===== config.mk =====
export PLATFORM = sky130hd
export DESIGN_NAME = apsf_sqrt
export DESIGN_NICKNAME = d
export VERILOG_FILES = /design/src/rtl/apsf_pkg.sv /design/src/rtl/apsf_sqrt.sv
export SDC_FILE = /design/constraint.sdc
export NUM_CORES = 2
export LEC_CHECK = 0
export BUFFER_PORTS_ARGS = -buffer_cell sky130_fd_sc_hd__buf_2
export CORE_AREA = 2 2 543 545
export CTS_CLUSTER_SIZE = 14
export DETAILED_ROUTE_END_ITERATION = 7
export DIE_AREA = 0 0 545 547
export PLACE_DENSITY = 0.55
export SYNTH_ARGS = -nofsm -noshare
export SYNTH_HDL_FRONTEND = slang
export SYNTH_SLANG_ARGS = --single-unit

===== constraint.sdc =====
create_clock -name clk -period 4.45 [get_ports clk]
set_clock_uncertainty 0.15 [all_clocks]
set_input_delay 0.445 -clock clk [delete_from_list [all_inputs] [get_ports clk]]
set_output_delay 0.445 -clock clk [all_outputs]
set_load 0.005 [all_outputs]

===== src/rtl/apsf_pkg.sv =====
// ----------------------------------------------------------------------------
// apsf_pkg
// Shared widths, register codes and reset values for the anisotropic
// piecewise spring force block.
// ----------------------------------------------------------------------------
package apsf_pkg;

  localparam int STRAIN_W   = 18;
  localparam int COS_W      = 17;
  localparam int SCALE_W    = 24;
  localparam int FORCE_W    = 49;
  localparam int SLOPE_W    = 22;
  localparam int KNEE_W     = 16;
  localparam int STIFF_W    = 24;
  localparam int SQ_W       = 2 * STIFF_W;
  localparam int BLEND_W    = 64;
  localparam int ROOT_W     = 32;
  localparam int CFG_W      = 22;
  localparam int CFG_IDX_W  = 3;

  localparam int STRAIN_FRAC_BITS_DEF = 16;

  localparam logic [COS_W-1:0] COS_ONE = 17'd65536;

  localparam logic [SLOPE_W-1:0] SLOPE_FIRST_RST  = 22'd106000;
  localparam logic [SLOPE_W-1:0] SLOPE_SECOND_RST = 22'd569000;
  localparam logic [SLOPE_W-1:0] SLOPE_THIRD_RST  = 22'd1200000;
  localparam logic [KNEE_W-1:0]  KNEE_FIRST_RST   = 16'd9830;
  localparam logic [KNEE_W-1:0]  KNEE_SECOND_RST  = 16'd19661;

  typedef enum logic [CFG_IDX_W-1:0] {
    REG_LONG_FIRST   = 3'd0,
    REG_LONG_SECOND  = 3'd1,
    REG_LONG_THIRD   = 3'd2,
    REG_CROSS_FIRST  = 3'd3,
    REG_CROSS_SECOND = 3'd4,
    REG_CROSS_THIRD  = 3'd5,
    REG_KNEE_FIRST   = 3'd6,
    REG_KNEE_SECOND  = 3'd7
  } cfg_reg_t;

  typedef enum logic [1:0] {
    SEG_LOW  = 2'd0,
    SEG_MID  = 2'd1,
    SEG_HIGH = 2'd2
  } seg_t;

  typedef struct packed {
    logic [SLOPE_W-1:0] first;
    logic [SLOPE_W-1:0] second;
    logic [SLOPE_W-1:0] third;
  } slopes_t;

  typedef struct packed {
    logic [KNEE_W-1:0] first;
    logic [KNEE_W-1:0] second;
  } knees_t;

endpackage


===== src/rtl/apsf_sqrt.sv =====
// ----------------------------------------------------------------------------
// apsf_sqrt
// Pipelined floor square root, one result bit per stage.
// ----------------------------------------------------------------------------
module apsf_sqrt (
  input  logic                         clk,
  input  logic [apsf_pkg::ROOT_W-1:0]  ld,
  input  logic [apsf_pkg::BLEND_W-1:0] radicand,
  output logic [apsf_pkg::ROOT_W-1:0]  root
);
  import apsf_pkg::*;

  logic [BLEND_W-1:0] rem_r [ROOT_W];
  logic [BLEND_W-1:0] res_r [ROOT_W];

  genvar j;
  generate
    for (j = 0; j < ROOT_W; j++) begin : g_stage
      localparam logic [BLEND_W-1:0] BIT = BLEND_W'(1) << (2 * (ROOT_W - 1 - j));
      logic [BLEND_W-1:0] rem_in, res_in, trial;
      if (j == 0) begin : g_first
        assign rem_in = radicand;
        assign res_in = '0;
      end else begin : g_next
        assign rem_in = rem_r[j-1];
        assign res_in = res_r[j-1];
      end
      assign trial = res_in + BIT;
      always_ff @(posedge clk) begin
        if (ld[j]) begin
          if (rem_in >= trial) begin
            rem_r[j] <= rem_in - trial;
            res_r[j] <= (res_in >> 1) + BIT;
          end else begin
            rem_r[j] <= rem_in;
            res_r[j] <= res_in >> 1;
          end
        end
      end
    end
  endgenerate

  assign root = res_r[ROOT_W-1][ROOT_W-1:0];

endmodule

# == Yosys cells after proc, flatten, opt, wreduce, memory -nomap -nowiden ==
# Memories as Yosys holds them, arrays and structs flattened.
# Cells that the tools add are included.
# totals
ff_bits,0
output_inout_bits,32
memories,2
elab_cells,448
in_bits,97
mem_bits_rw,4096
# classes
bitwise,64
n_lt_le_gt_ge,32
n_mux,256
add_sub_neg,94
# memory_table
memory,words,word_bits,read_ports,rd_clocked_by_memory_dff,write_ports,line_no,source
rem_r,32,64,31,0,32,apsf_sqrt.sv:13,logic [BLEND_W-1:0] rem_r [ROOT_W];
res_r,32,64,32,0,32,apsf_sqrt.sv:14,logic [BLEND_W-1:0] res_r [ROOT_W];
# ops
cell,count
$mux 64,64
$ge 64x64->1,31
$sub 64x64->64,31
$mux 1,192
$add 63x1->64 const B,1
$add 63x11->64 const B,1
$add 63x13->64 const B,1
$add 63x15->64 const B,1
$add 63x17->64 const B,1
$add 63x19->64 const B,1
$add 63x21->64 const B,1
$add 63x23->64 const B,1
$add 63x25->64 const B,1
$add 63x27->64 const B,1
$add 63x29->64 const B,1
$add 63x3->64 const B,1
$add 63x31->64 const B,1
$add 63x33->64 const B,1
$add 63x35->64 const B,1
$add 63x37->64 const B,1
$add 63x39->64 const B,1
$add 63x41->64 const B,1
$add 63x43->64 const B,1
$add 63x45->64 const B,1
45 further kinds,108

# == Longest topological paths before layout ==
# An unclocked memory read counts as a cell.
# depth
depth_word,7
ltp_mapped,15
mapped_depth_nobuf,12

# == Worst setup path after synthesis ==
# Ideal clock, no wire load.
# synth_timing
kind,register -> register
start,"mem rem_r[22][52], in the netlist rem_r[1][436]"
end,"mem rem_r[23][50], in the netlist rem_r[1][498] (data pin)"
stages_incl_launch_ff,12
slack_ns,0.448
t_required_ns,4.040
n_path_buf,2
period_less_slack_ns,4.002
t_arrival_ns,3.593
setup_ns,0.260
path_cell_list,edfxtp_1 > or4_4 > or3_4 > or4_4 > or3_4 > or4_4 > or3_1 > buf_6 > and3_4 > buf_6 > nand4_1 > xnor2_1
# synth_rtl
element,line_no
"start, declared",apsf_sqrt.sv:13

==> results.sh <==
export IMPL_numCtsBuffers=284
export IMPL_core_sq_um=293000
export IMPL_ys_ff_latch=2512
export IMPL_slowest_delay_ns=0.81
export IMPL_synthArstFlopShare_pct=0
export IMPL_max_freq_mhz=225
export IMPL_crit_chain="ha_1, nand4_1, nor4_4, o21ai_0, a31oi_1, buf_4, o31ai_1, or4b_2, nor3_1, xor2_1"
export IMPL_clk_latency_ns=0.90
export IMPL_portBuffers=128
export IMPL_overflow=0
export IMPL_root_buffer="clkbuf_16"
export IMPL_cap_violations=0
export IMPL_setup_violations=1
export IMPL_synth_avg_cell_area_sq_um=12.3
export IMPL_die_width_um=545
export IMPL_syn_to_final_growth_pct=13.5
export IMPL_dp_slack_ns=-0.0118
export IMPL_grt_usage_pct=20.7
export IMPL_seq_area_frac_synth_pct=61.8
export IMPL_routedWlPerCell_um=21.6
export IMPL_synth_warning_count=0
export IMPL_crit_arrival_ns=4.99
export IMPL_clk_pin_slew_ns=0.06
export IMPL_routed_wl_um=315000
export IMPL_ant_nets=0
export IMPL_crit_path_max_fanout=9
export IMPL_grt_max_degree=82
export IMPL_layout_commonest_cell="edfxtp_1"
export IMPL_synth_nets=10600
export IMPL_worstMarginPinSlew_ns=1.12
export IMPL_cp_slowest_cell="or4b_2"
export IMPL_drc_errors=0
export IMPL_cts_sinks=2512
export IMPL_fin_crit_sh_pct=100
export IMPL_drive_gt1_share_pct=8.21
export IMPL_start_kind="flip-flop"
export IMPL_floorplan_rows=199
export IMPL_p_per_area_nw_per_um2=513
export IMPL_violations="setup timing"
export IMPL_dpl_cell_count=13900
export IMPL_viasPerCell=5.50
export IMPL_dr_pass1_iters=8
export IMPL_die_area_sq_um=298000
export IMPL_worst_hold_slack_ns=0.102
export IMPL_synthDistinctLibCells=84
export IMPL_p_leak_nw=51.2
export IMPL_dieHeight_um=547
export IMPL_mostFrequentLayoutCells="edfxtp_1, nand2_1, inv_1"
export IMPL_path_class="flip-flop to flip-flop"
export IMPL_hpwl_um=241000
export IMPL_grt_pass1_wl_um=477000
export IMPL_status="complete, but fails checks"
export IMPL_cts_tree="yes"
export IMPL_final_cells=14500
export IMPL_synth_cells=9939
export IMPL_drv_slew=0
export IMPL_hold_viol=0
export IMPL_netlist_area_sq_um=122000
export IMPL_peakVddDrop_mv=0.361
export IMPL_antenna_found_initial=14
export IMPL_cp_required_ns=4.99
export IMPL_cp_end_kind="flip-flop"
export IMPL_hp_class="input pin to flip-flop"
export IMPL_drt_iter0_markers=6949
export IMPL_fin_crit_ns=4.45
export IMPL_rsz0062_at_grt="no"
export IMPL_synth_edff_count=2512
export IMPL_grt_pass1_vias=78600
export IMPL_nNetsFinal=11100
export IMPL_htreeDepth=5
export IMPL_vias=80000
export IMPL_gp_congestion=0.946
export IMPL_slew_headroom_pct=24.9
export IMPL_fin_ws_ns=-0.00192
export IMPL_io_pins=129
export IMPL_cts_path_max_buffers=4
export IMPL_synth_top_flop_cell="edfxtp_1"
export IMPL_initial_core_util_pct=41.7
worst paths after layout:
| kind | start | endpoint | slack (ns) | depth (start not counted) |
|---|---|---|---|---|
| min reg2reg | rem_r[1][140] | rem_r[1][204] | 0.26 | 0 |
| min | ld[7] | rem_r[0][504] | 0.10 | 3 |
| max reg2reg | rem_r[1][606] | rem_r[1][695] | -0.002 | 10 |
| max | rem_r[1][606] | rem_r[1][695] | -0.002 | 10 |
metal layers:
| metal | share of wire (%) | routed length [um] | vias to the layer above | track usage, % |
|---|---|---|---|---|
| li1 | - | - | 38200 | - |
| met1 | 46 | 144000 | 39500 | 28.8 |
| met2 | 48 | 150000 | 1868 | 34.3 |
| met3 | 4.7 | 14700 | 372 | 2.76 |
| met4 | 2.0 | 6390 | 2 | 4.75 |
| met5 | 0.0041 | 13 | - | 0 |
cell type report:
class / instances / area (sq um)
fill: 26000 / 154000
sequential: 2512 / 75400
multi-input combinational: 6504 / 43300
clock buffer: 340 / 7470
tap: 3919 / 4900
timing repair buffer: 413 / 3120
inverter: 687 / 2580
clock inverter: 167 / 1690
antenna: 3 / 7.51
cell families after synthesis:
logic type,synth area share (%)
DFF,61.8
muxes,0.561
AOI/OAI and AO/OA,9.55
xor gates and xnor gates,6.41
and+or+nand+nor,13.1
adders and majority gates,5.72
buffers and inverters,2.86
per-stage QoR:
stage               util, %  power, mW  setup TNS [ns]  instance area [sq um]
finish                 47.3       71.0        -0.00192                 138000
detailed placement     43.9       48.0         -0.0118                 128000
CTS                    47.3       71.6               0                 138000
global placement       43.9       47.9               0                 128000
floorplan                 -       42.9               0                 122000
global route           47.3       74.5               0                 138000
critical path, delay by kind of cell (launching register included):
kind / cells / cell delay [ns]
and+or+nand+nor: 4 / 1.83
AOI/OAI and AO/OA: 3 / 0.92
adders and majority gates: 1 / 0.47
DFF: 1 / 0.42
xor gates and xnor gates: 1 / 0.26
buffers and inverters: 1 / 0.20
sequential cells by signal (all words and copies together), names as in the netlist:
name / count
rem_r: 1984
res_r: 528
Yosys cell counts, drive strengths merged, types with 91 or more instances:
cell       n  share of area [%]
a21o     202                1.2
a21oi    580                2.4
clkbuf   221               0.68
edfxtp  2512                 62
ha       558                5.7
inv      687                2.1
nand2    753                2.3
nand2b   114               0.58
nand3    166               0.71
nand4    176               0.90
nor2     603                1.9
nor3     299                1.2
nor4     385                2.0
o21a      91               0.56
o21ai    562                2.3
xnor2    462                3.3
xor2     432                3.1
report_power, final:
part | switching, mW | internal (mW) | leakage, nW | total, mW
clock network | 9.60 | 13.6 | 4.46 | 23.2
logic | 9.13 | 6.12 | 22.6 | 15.2
registers | 2.50 | 30.0 | 24.2 | 32.5
total | 21.2 | 49.8 | 51.2 | 71.0
repair_timing:
item	in CTS	in global routing
cloned	0	0
resized for setup	1	3
pin swaps	0	0
endpoints found under the hold margin	413	0
hold buffers	90	0
setup buffers	0	0
endpoints found under the setup margin	1	31
(Power assumes the default switching activity.)
