### src/rtl/apsf_pkg.sv
// ----------------------------------------------------------------------------
// apsf_pkg
// Shared widths, register codes and reset values for the anisotropic
// piecewise spring force block.
// ----------------------------------------------------------------------------
package apsf_pkg;

  localparam int STRAIN_W   = 18;
  localparam int COS_W      = 17;
  localparam int SCALE_W    = 24;
  localparam int FORCE_W    = 49;
  localparam int SLOPE_W    = 22;
  localparam int KNEE_W     = 16;
  localparam int STIFF_W    = 24;
  localparam int SQ_W       = 2 * STIFF_W;
  localparam int BLEND_W    = 64;
  localparam int ROOT_W     = 32;
  localparam int CFG_W      = 22;
  localparam int CFG_IDX_W  = 3;

  localparam int STRAIN_FRAC_BITS_DEF = 16;

  localparam logic [COS_W-1:0] COS_ONE = 17'd65536;

  localparam logic [SLOPE_W-1:0] SLOPE_FIRST_RST  = 22'd106000;
  localparam logic [SLOPE_W-1:0] SLOPE_SECOND_RST = 22'd569000;
  localparam logic [SLOPE_W-1:0] SLOPE_THIRD_RST  = 22'd1200000;
  localparam logic [KNEE_W-1:0]  KNEE_FIRST_RST   = 16'd9830;
  localparam logic [KNEE_W-1:0]  KNEE_SECOND_RST  = 16'd19661;

  typedef enum logic [CFG_IDX_W-1:0] {
    REG_LONG_FIRST   = 3'd0,
    REG_LONG_SECOND  = 3'd1,
    REG_LONG_THIRD   = 3'd2,
    REG_CROSS_FIRST  = 3'd3,
    REG_CROSS_SECOND = 3'd4,
    REG_CROSS_THIRD  = 3'd5,
    REG_KNEE_FIRST   = 3'd6,
    REG_KNEE_SECOND  = 3'd7
  } cfg_reg_t;

  typedef enum logic [1:0] {
    SEG_LOW  = 2'd0,
    SEG_MID  = 2'd1,
    SEG_HIGH = 2'd2
  } seg_t;

  typedef struct packed {
    logic [SLOPE_W-1:0] first;
    logic [SLOPE_W-1:0] second;
    logic [SLOPE_W-1:0] third;
  } slopes_t;

  typedef struct packed {
    logic [KNEE_W-1:0] first;
    logic [KNEE_W-1:0] second;
  } knees_t;

endpackage

### src/rtl/apsf_curve.sv
// ----------------------------------------------------------------------------
// apsf_curve
// Three-stage piecewise-linear stiffness curve: segment pick, products,
// sum with half-up rounding and saturation to 24 bits.
// ----------------------------------------------------------------------------
module apsf_curve #(
  parameter int STRAIN_FRAC_BITS = apsf_pkg::STRAIN_FRAC_BITS_DEF
) (
  input  logic                          clk,
  input  logic [2:0]                    ld,
  input  logic [apsf_pkg::STRAIN_W-1:0] mag,
  input  apsf_pkg::slopes_t             slopes,
  input  apsf_pkg::knees_t              knees,
  output logic [apsf_pkg::STIFF_W-1:0]  stiff
);
  import apsf_pkg::*;

  localparam int PROD_W = SLOPE_W + KNEE_W;
  localparam int Q_W    = SLOPE_W + STRAIN_W;
  localparam int BASE_W = PROD_W + 1;
  localparam int ACC_W  = Q_W + 2;

  logic [KNEE_W-1:0]   k2e;
  seg_t                seg_nxt;
  logic [STRAIN_W-1:0] d_nxt;
  logic [SLOPE_W-1:0]  ssel_nxt;

  seg_t                seg_r;
  logic [STRAIN_W-1:0] d_r;
  logic [SLOPE_W-1:0]  ssel_r;
  logic [PROD_W-1:0]   p1_r, p2_r;
  logic [Q_W-1:0]      q_r;
  logic [BASE_W-1:0]   base_nxt, base_r;
  logic [ACC_W-1:0]    acc;
  logic [ACC_W-1:0]    shr;
  logic [STIFF_W-1:0]  stiff_r;

  always_comb begin
    k2e = (knees.second < knees.first) ? knees.first : knees.second;
    if (mag < {2'b00, knees.first}) begin
      seg_nxt  = SEG_LOW;
      d_nxt    = mag;
      ssel_nxt = slopes.first;
    end else if (mag < {2'b00, k2e}) begin
      seg_nxt  = SEG_MID;
      d_nxt    = mag - {2'b00, knees.first};
      ssel_nxt = slopes.second;
    end else begin
      seg_nxt  = SEG_HIGH;
      d_nxt    = mag - {2'b00, k2e};
      ssel_nxt = slopes.third;
    end
  end

  always_ff @(posedge clk) begin
    if (ld[0]) begin
      seg_r  <= seg_nxt;
      d_r    <= d_nxt;
      ssel_r <= ssel_nxt;
      p1_r   <= slopes.first * knees.first;
      p2_r   <= slopes.second * (k2e - knees.first);
    end
  end

  always_comb begin
    unique case (seg_r)
      SEG_LOW:  base_nxt = '0;
      SEG_MID:  base_nxt = {1'b0, p1_r};
      SEG_HIGH: base_nxt = {1'b0, p1_r} + {1'b0, p2_r};
      default:  base_nxt = '0;
    endcase
  end

  always_ff @(posedge clk) begin
    if (ld[1]) begin
      q_r    <= ssel_r * d_r;
      base_r <= base_nxt;
    end
  end

  // round half up at the strain fraction point, then clip
  always_comb begin
    acc = {{(ACC_W-BASE_W){1'b0}}, base_r} + {2'b00, q_r}
        + (ACC_W'(1) << (STRAIN_FRAC_BITS - 1));
    shr = acc >> STRAIN_FRAC_BITS;
  end

  always_ff @(posedge clk) begin
    if (ld[2]) begin
      stiff_r <= (|shr[ACC_W-1:STIFF_W]) ? {STIFF_W{1'b1}} : shr[STIFF_W-1:0];
    end
  end

  assign stiff = stiff_r;

endmodule

### config.mk
export PLATFORM = sky130hd
export DESIGN_NAME = apsf_curve
export DESIGN_NICKNAME = d
export VERILOG_FILES = /design/src/rtl/apsf_pkg.sv /design/src/rtl/apsf_curve.sv
export SDC_FILE = /design/constraint.sdc
export NUM_CORES = 2
export LEC_CHECK = 0
export BUFFER_PORTS_ARGS = -buffer_cell sky130_fd_sc_hd__buf_2
export CORE_AREA = 5 5 282 284
export CTS_CLUSTER_DIAMETER = 40
export CTS_CLUSTER_SIZE = 8
export DETAILED_ROUTE_END_ITERATION = 10
export DIE_AREA = 0 0 287 289
export PLACE_DENSITY_LB_ADDON = 0.1
export SLEW_MARGIN = 0
export SYNTH_ARGS = -nofsm -noshare
export SYNTH_HDL_FRONTEND = slang
export SYNTH_SLANG_ARGS = --single-unit
### constraint.sdc
create_clock -name clk -period 10.9 [get_ports clk]
set_input_delay 0 -clock clk [delete_from_list [all_inputs] [get_ports clk]]
set_output_delay 0 -clock clk [all_outputs]
set_load 0.01 [all_outputs]
# == Yosys cells after proc, flatten, opt, wreduce, memory -nomap -nowiden ==
# Index checks and enable logic that the tools add are counted.
# op_classes
n_lt_le_gt_ge,3
n_mux,7
n_addsub,6
n_mul,3
n_reduce_logical,1
eq_ne,2
# op_table
cell,count
$pmux 39 s2,1
$mux 22,2
$add 41x16->42 const B,1
$add 39x40->41,1
$mul 22x18->40,1
$add 38x38->39,1
$mul 22x16->38,1
$mul 23x17->38,1
$lt 18x16->1,2
$mux 18,2
$sub 18x16->18,2
$sub 16x16->17,1
$lt 16x16->1,1
$mux 16,1
$eq 2x1->1 const B,1
$eq 2x2->1 const B,1
$mux 2,1
$reduce_or 2->1,1
# totals
reg_bits,221
output_inout_bits,24
word_cells,30

# == Logic depth before layout (Yosys ltp) ==
# logic_depth
depth_word,5
ltp_mapped,47
mapped_depth_nobuf,44

# == Worst setup path after synthesis ==
# OpenSTA, ideal clock, no wires.
# synth_path
kind,input to register
startpoint,input knees[17] (netlist bit)
endpoint,"register p2_r[37], data pin"
setup_slack_ns,0.907
stages,45
arrival_ns,9.734
path_cell_list,clkbuf_1 inv_1 ha_1 a21o_1 a21o_1 a21o_1 a21o_1 a21o_1 a21o_1 a21oi_1 o31ai_1 buf_2 mux2_1 ha_1 nor2b_1 o21ai_1 a21boi_0 o21ai_1 [... 9 more ...] fa_1 fa_1 fa_1 fa_1 inv_1 fa_1 inv_1 ha_1 a21o_1 a31oi_1 a2bb2oi_1 a21oi_1 a211o_1 a21o_1 a2111oi_1 o21bai_1 a21oi_1 xnor2_1
# synth_via
elab_chain_cells,4
# synth_rtl
element,line,text
start: declaration,apsf_curve.sv:13,"input apsf_pkg::knees_t knees,"
$lt 16x16->1,apsf_curve.sv:39,k2e = (knees.second < knees.first) ? knees.first : knees.second;
$mux 16,apsf_curve.sv:39,
$sub 16x16->17 *,apsf_curve.sv:61,p2_r <= slopes.second * (k2e - knees.first);
$mul 23x17->38 *,apsf_curve.sv:61,
end signal: assignment,apsf_curve.sv:61,
end: declaration,apsf_curve.sv:31,"logic [PROD_W-1:0] p1_r, p2_r;"
# Every way passes the cells marked *; elsewhere a longest branch is shown, timed or not.
# A chain may end at the register's enable or synchronous reset.

# == Worst setup path after layout ==
# layout_path
startpoint,input knees[1] (netlist bit)
endpoint,"register p2_r[34], data pin"
# layout_via
elab_chain_cells,4
# layout_rtl
element,line
$lt 16x16->1,apsf_curve.sv:39
$mux 16 *,apsf_curve.sv:39
$sub 16x16->17 *,apsf_curve.sv:61
$mul 23x17->38 *,apsf_curve.sv:61
# Marked as above.

==> impl_metrics.tcl <==
set metrics [dict create \
    fmaxAchievable_ghz 0.0969 \
    ys.warnings.count 0 \
    worst_path_largest_cell_delay_ns 0.70 \
    ys_seq_elements 221 \
    fin_crit_sh_pct 94.7 \
    finish.net_count 7047 \
    slew-limit-headroom_pct 28.1 \
    drt_first_iter_violations 2521 \
    layout_min_cycle_time_ns 10.32 \
    dr_total_vias 38400 \
    synth-async-reset-ratio_pct 0 \
    ios 144 \
    first_global_vias 40600 \
    synth_top_flop_cell "sky130_fd_sc_hd__edfxtp_1" \
    grt_overflow_total 0 \
    num-fill-cells 6285 \
    place.gp.congestion 0.969 \
    buffer_ports.inserted 143 \
    sequential_area_share_after_synthesis_pct 13.2 \
    setup.worst_path.end_class "flop" \
    cts_num_sinks 221 \
    grt_pass1_wl_um 222000 \
    cts.clk_slew.worst_paths_ns 0.05 \
    area_enclosed_by_the_die_boundary_um2 82900 \
    remaining_drc_errors 0 \
    detail_route.first_pass.iterations 6 \
    library_cells_used_by_synthesis 82 \
    setup_slack_ns 0.579 \
    synthesis.area_um2 50200 \
    synth_area_leaders "sky130_fd_sc_hd__fa_1 36%, sky130_fd_sc_hd__ha_1 13%, sky130_fd_sc_hd__edfxtp_1 13%" \
    clock_latency_ns 0.53 \
    data_required_time_at_the_worst_endpoint_ns 11.17 \
    crit_arrival_ns 10.59 \
    ant_nets 0 \
    num_rows 102 \
    final_cell_area_um2 53200 \
    setup.worst_path.start_class "input pin" \
    root_buffer "sky130_fd_sc_hd__clkbuf_16" \
    syn_avg_cell_area_um2 9.19 \
    synth_largest_type_area_fraction_pct 35.9 \
    holdCritPathClass "in2reg" \
    maxSlewViolCount 0 \
    place_area_um2 51800 \
    run_status "finished, final reports clean" \
    synth_nets 7011 \
    final_layout_size_suffix_gt1_share_pct 5.72 \
    number_of_antenna_violations_at_the_first_check_in_global_routing 16 \
    crit_slowest_cell "sky130_fd_sc_hd__o311ai_2" \
    critical-path-top-cell-by-count "sky130_fd_sc_hd__a21o_1" \
    unrepaired_setup_endpoints_after_global_routing "false" \
    critical_path.n_buffers_inverters 6 \
    worst_slew_pin_slew_ns 1.07 \
    number_of_buffers_inserted_during_clock_tree_synthesis 38 \
    area_growth_syn_to_layout_pct 6.03 \
    synthCells 5459 \
    initial_utilization_pct 65.3 \
    synth_top_cell_by_area "sky130_fd_sc_hd__fa_1" \
    maximum_number_of_pins_on_one_net_before_global_route_repair 80 \
    chipWidth_um 287 \
    via_per_inst 5.85 \
    synthMostInstantiatedCell "sky130_fd_sc_hd__inv_1" \
    synth_top_cells_by_count "1,049 x sky130_fd_sc_hd__inv_1, 901 x sky130_fd_sc_hd__fa_1, 872 x sky130_fd_sc_hd__nand2_1" \
    timing.final.hold_violations 0 \
    placement.setup.worst_slack_ns -0.278 \
    cts_tree "done" \
    number_of_enable_flip_flop_cells_after_synthesis 221 \
    detailed_place_hpwl_um 111000 \
    crit_fanout 15 \
    clock_skew_ns 0.0278 \
    finalHoldWorstSlack_ns 0.0968 \
    setup.worst_path.class "in2reg" \
    path_delay_family "compound AO/OA/AOI/OAI gates" \
    h-tree-depth 2 \
    die-height_um 289 \
    route.final.wire_length_um 139000 \
    post_drt_wl_per_cell_um 21.3 \
    setup_viols_final 0 \
    maxCapViolCount 0 \
    max-clock-path-buffers 3 \
    floorplan.core_area_um2 76800 \
    gr-usage-all-layers_pct 34.5 \
]
metrics by stage:
step | TNS, ns | instances | utilization (%)
CTS | 0 | 6543 | 69.1
detailed placement | -0.646 | 6467 | 67.5
global placement | -0.200 | 6467 | 67.5
global route | 0 | 6550 | 69.2
floorplan | 0 | 5459 | -
finish | 0 | 6561 | 69.3
registers in the layout, indices dropped and copies added (netlist names):
| name | flops |
|---|---|
| stiff | 24 |
| base_r | 39 |
| d_r | 18 |
| q_r | 40 |
| seg_r | 2 |
| p1_r | 38 |
| ssel_r | 22 |
| p2_r | 38 |
worst min-delay path: cells and delay by family:
| kind | cells | cell delay (ns) |
|---|---|---|
| buf+inv | 1 | 0.24 |
| simple gates | 1 | 0.10 |
| compound gates | 1 | 0.08 |
cell type report:
| class | count | area, um^2 | share of cell area (%) |
|---|---|---|---|
| multi-input cells | 3948 | 38700 | 72.8 |
| diodes | 12 | 30.0 | 0.0564 |
| well taps | 1040 | 1300 | 2.44 |
| flip-flops and latches | 221 | 6640 | 12.5 |
| clock buffers | 42 | 966 | 1.81 |
| repair buffers | 237 | 1490 | 2.81 |
| clock inverters | 12 | 118 | 0.221 |
| inverters | 1049 | 3940 | 7.40 |
cells in the final DEF (no fill, tap or decap), types with 24 or more instances in the layout:
cell / count
sky130_fd_sc_hd__nor2_1: 153
sky130_fd_sc_hd__nor3_1: 37
sky130_fd_sc_hd__clkbuf_16: 38
sky130_fd_sc_hd__edfxtp_1: 221
sky130_fd_sc_hd__and2_1: 373
sky130_fd_sc_hd__nand2_1: 872
sky130_fd_sc_hd__fa_1: 901
sky130_fd_sc_hd__o21ai_0: 113
sky130_fd_sc_hd__xnor2_1: 110
sky130_fd_sc_hd__o21a_1: 30
sky130_fd_sc_hd__a21oi_1: 172
sky130_fd_sc_hd__nand3_1: 42
sky130_fd_sc_hd__inv_1: 1049
sky130_fd_sc_hd__ha_1: 531
sky130_fd_sc_hd__buf_4: 73
sky130_fd_sc_hd__buf_2: 141
sky130_fd_sc_hd__nor2b_1: 49
sky130_fd_sc_hd__o21bai_1: 24
sky130_fd_sc_hd__xor2_1: 64
sky130_fd_sc_hd__mux2i_1: 47
sky130_fd_sc_hd__a21o_1: 95
sky130_fd_sc_hd__o21ai_1: 34
routing by layer:
| metal | wire, um | vias to the layer above | GRT usage [%] | part of all wire [%] |
|---|---|---|---|---|
| met3 | 13400 | 405 | 7.31 | 9.6 |
| met1 | 54400 | 19100 | 44.6 | 39 |
| met5 | 73 | - | 0 | 0.052 |
| li1 | - | 17100 | - | - |
| met4 | 7180 | 10 | 14.9 | 5.1 |
| met2 | 64400 | 1765 | 56.9 | 46 |
kinds of logic after synthesis:
logic type / synth area share (%)
buf+inv: 9.72
xor+xnor: 3.12
simple gates: 15.1
mux: 1.32
compound gates: 8.39
fa+ha+maj: 49.2
flops: 13.2
path summary, 6_finish.rpt:
kind	cells past startpoint	slack, ns	startpoint	to
max	43	0.58	knees[1]	p2_r[34]
min	3	0.1	slopes[44]	ssel_r[0]
max reg2reg	21	3.34	ssel_r[10]	q_r[38]
min reg2reg	2	0.60	p1_r[34]	base_r[34]
timing repair:
item,CTS,global route
buffers inserted,0,6
resized for setup,0,1
endpoints found under the setup margin,0,5
hold endpoints to repair,85,0
hold buffers,22,0
Power is left out: the tool's default activity adds up to more than one toggle a clock period on the data nets, which glitch-free logic cannot reach.
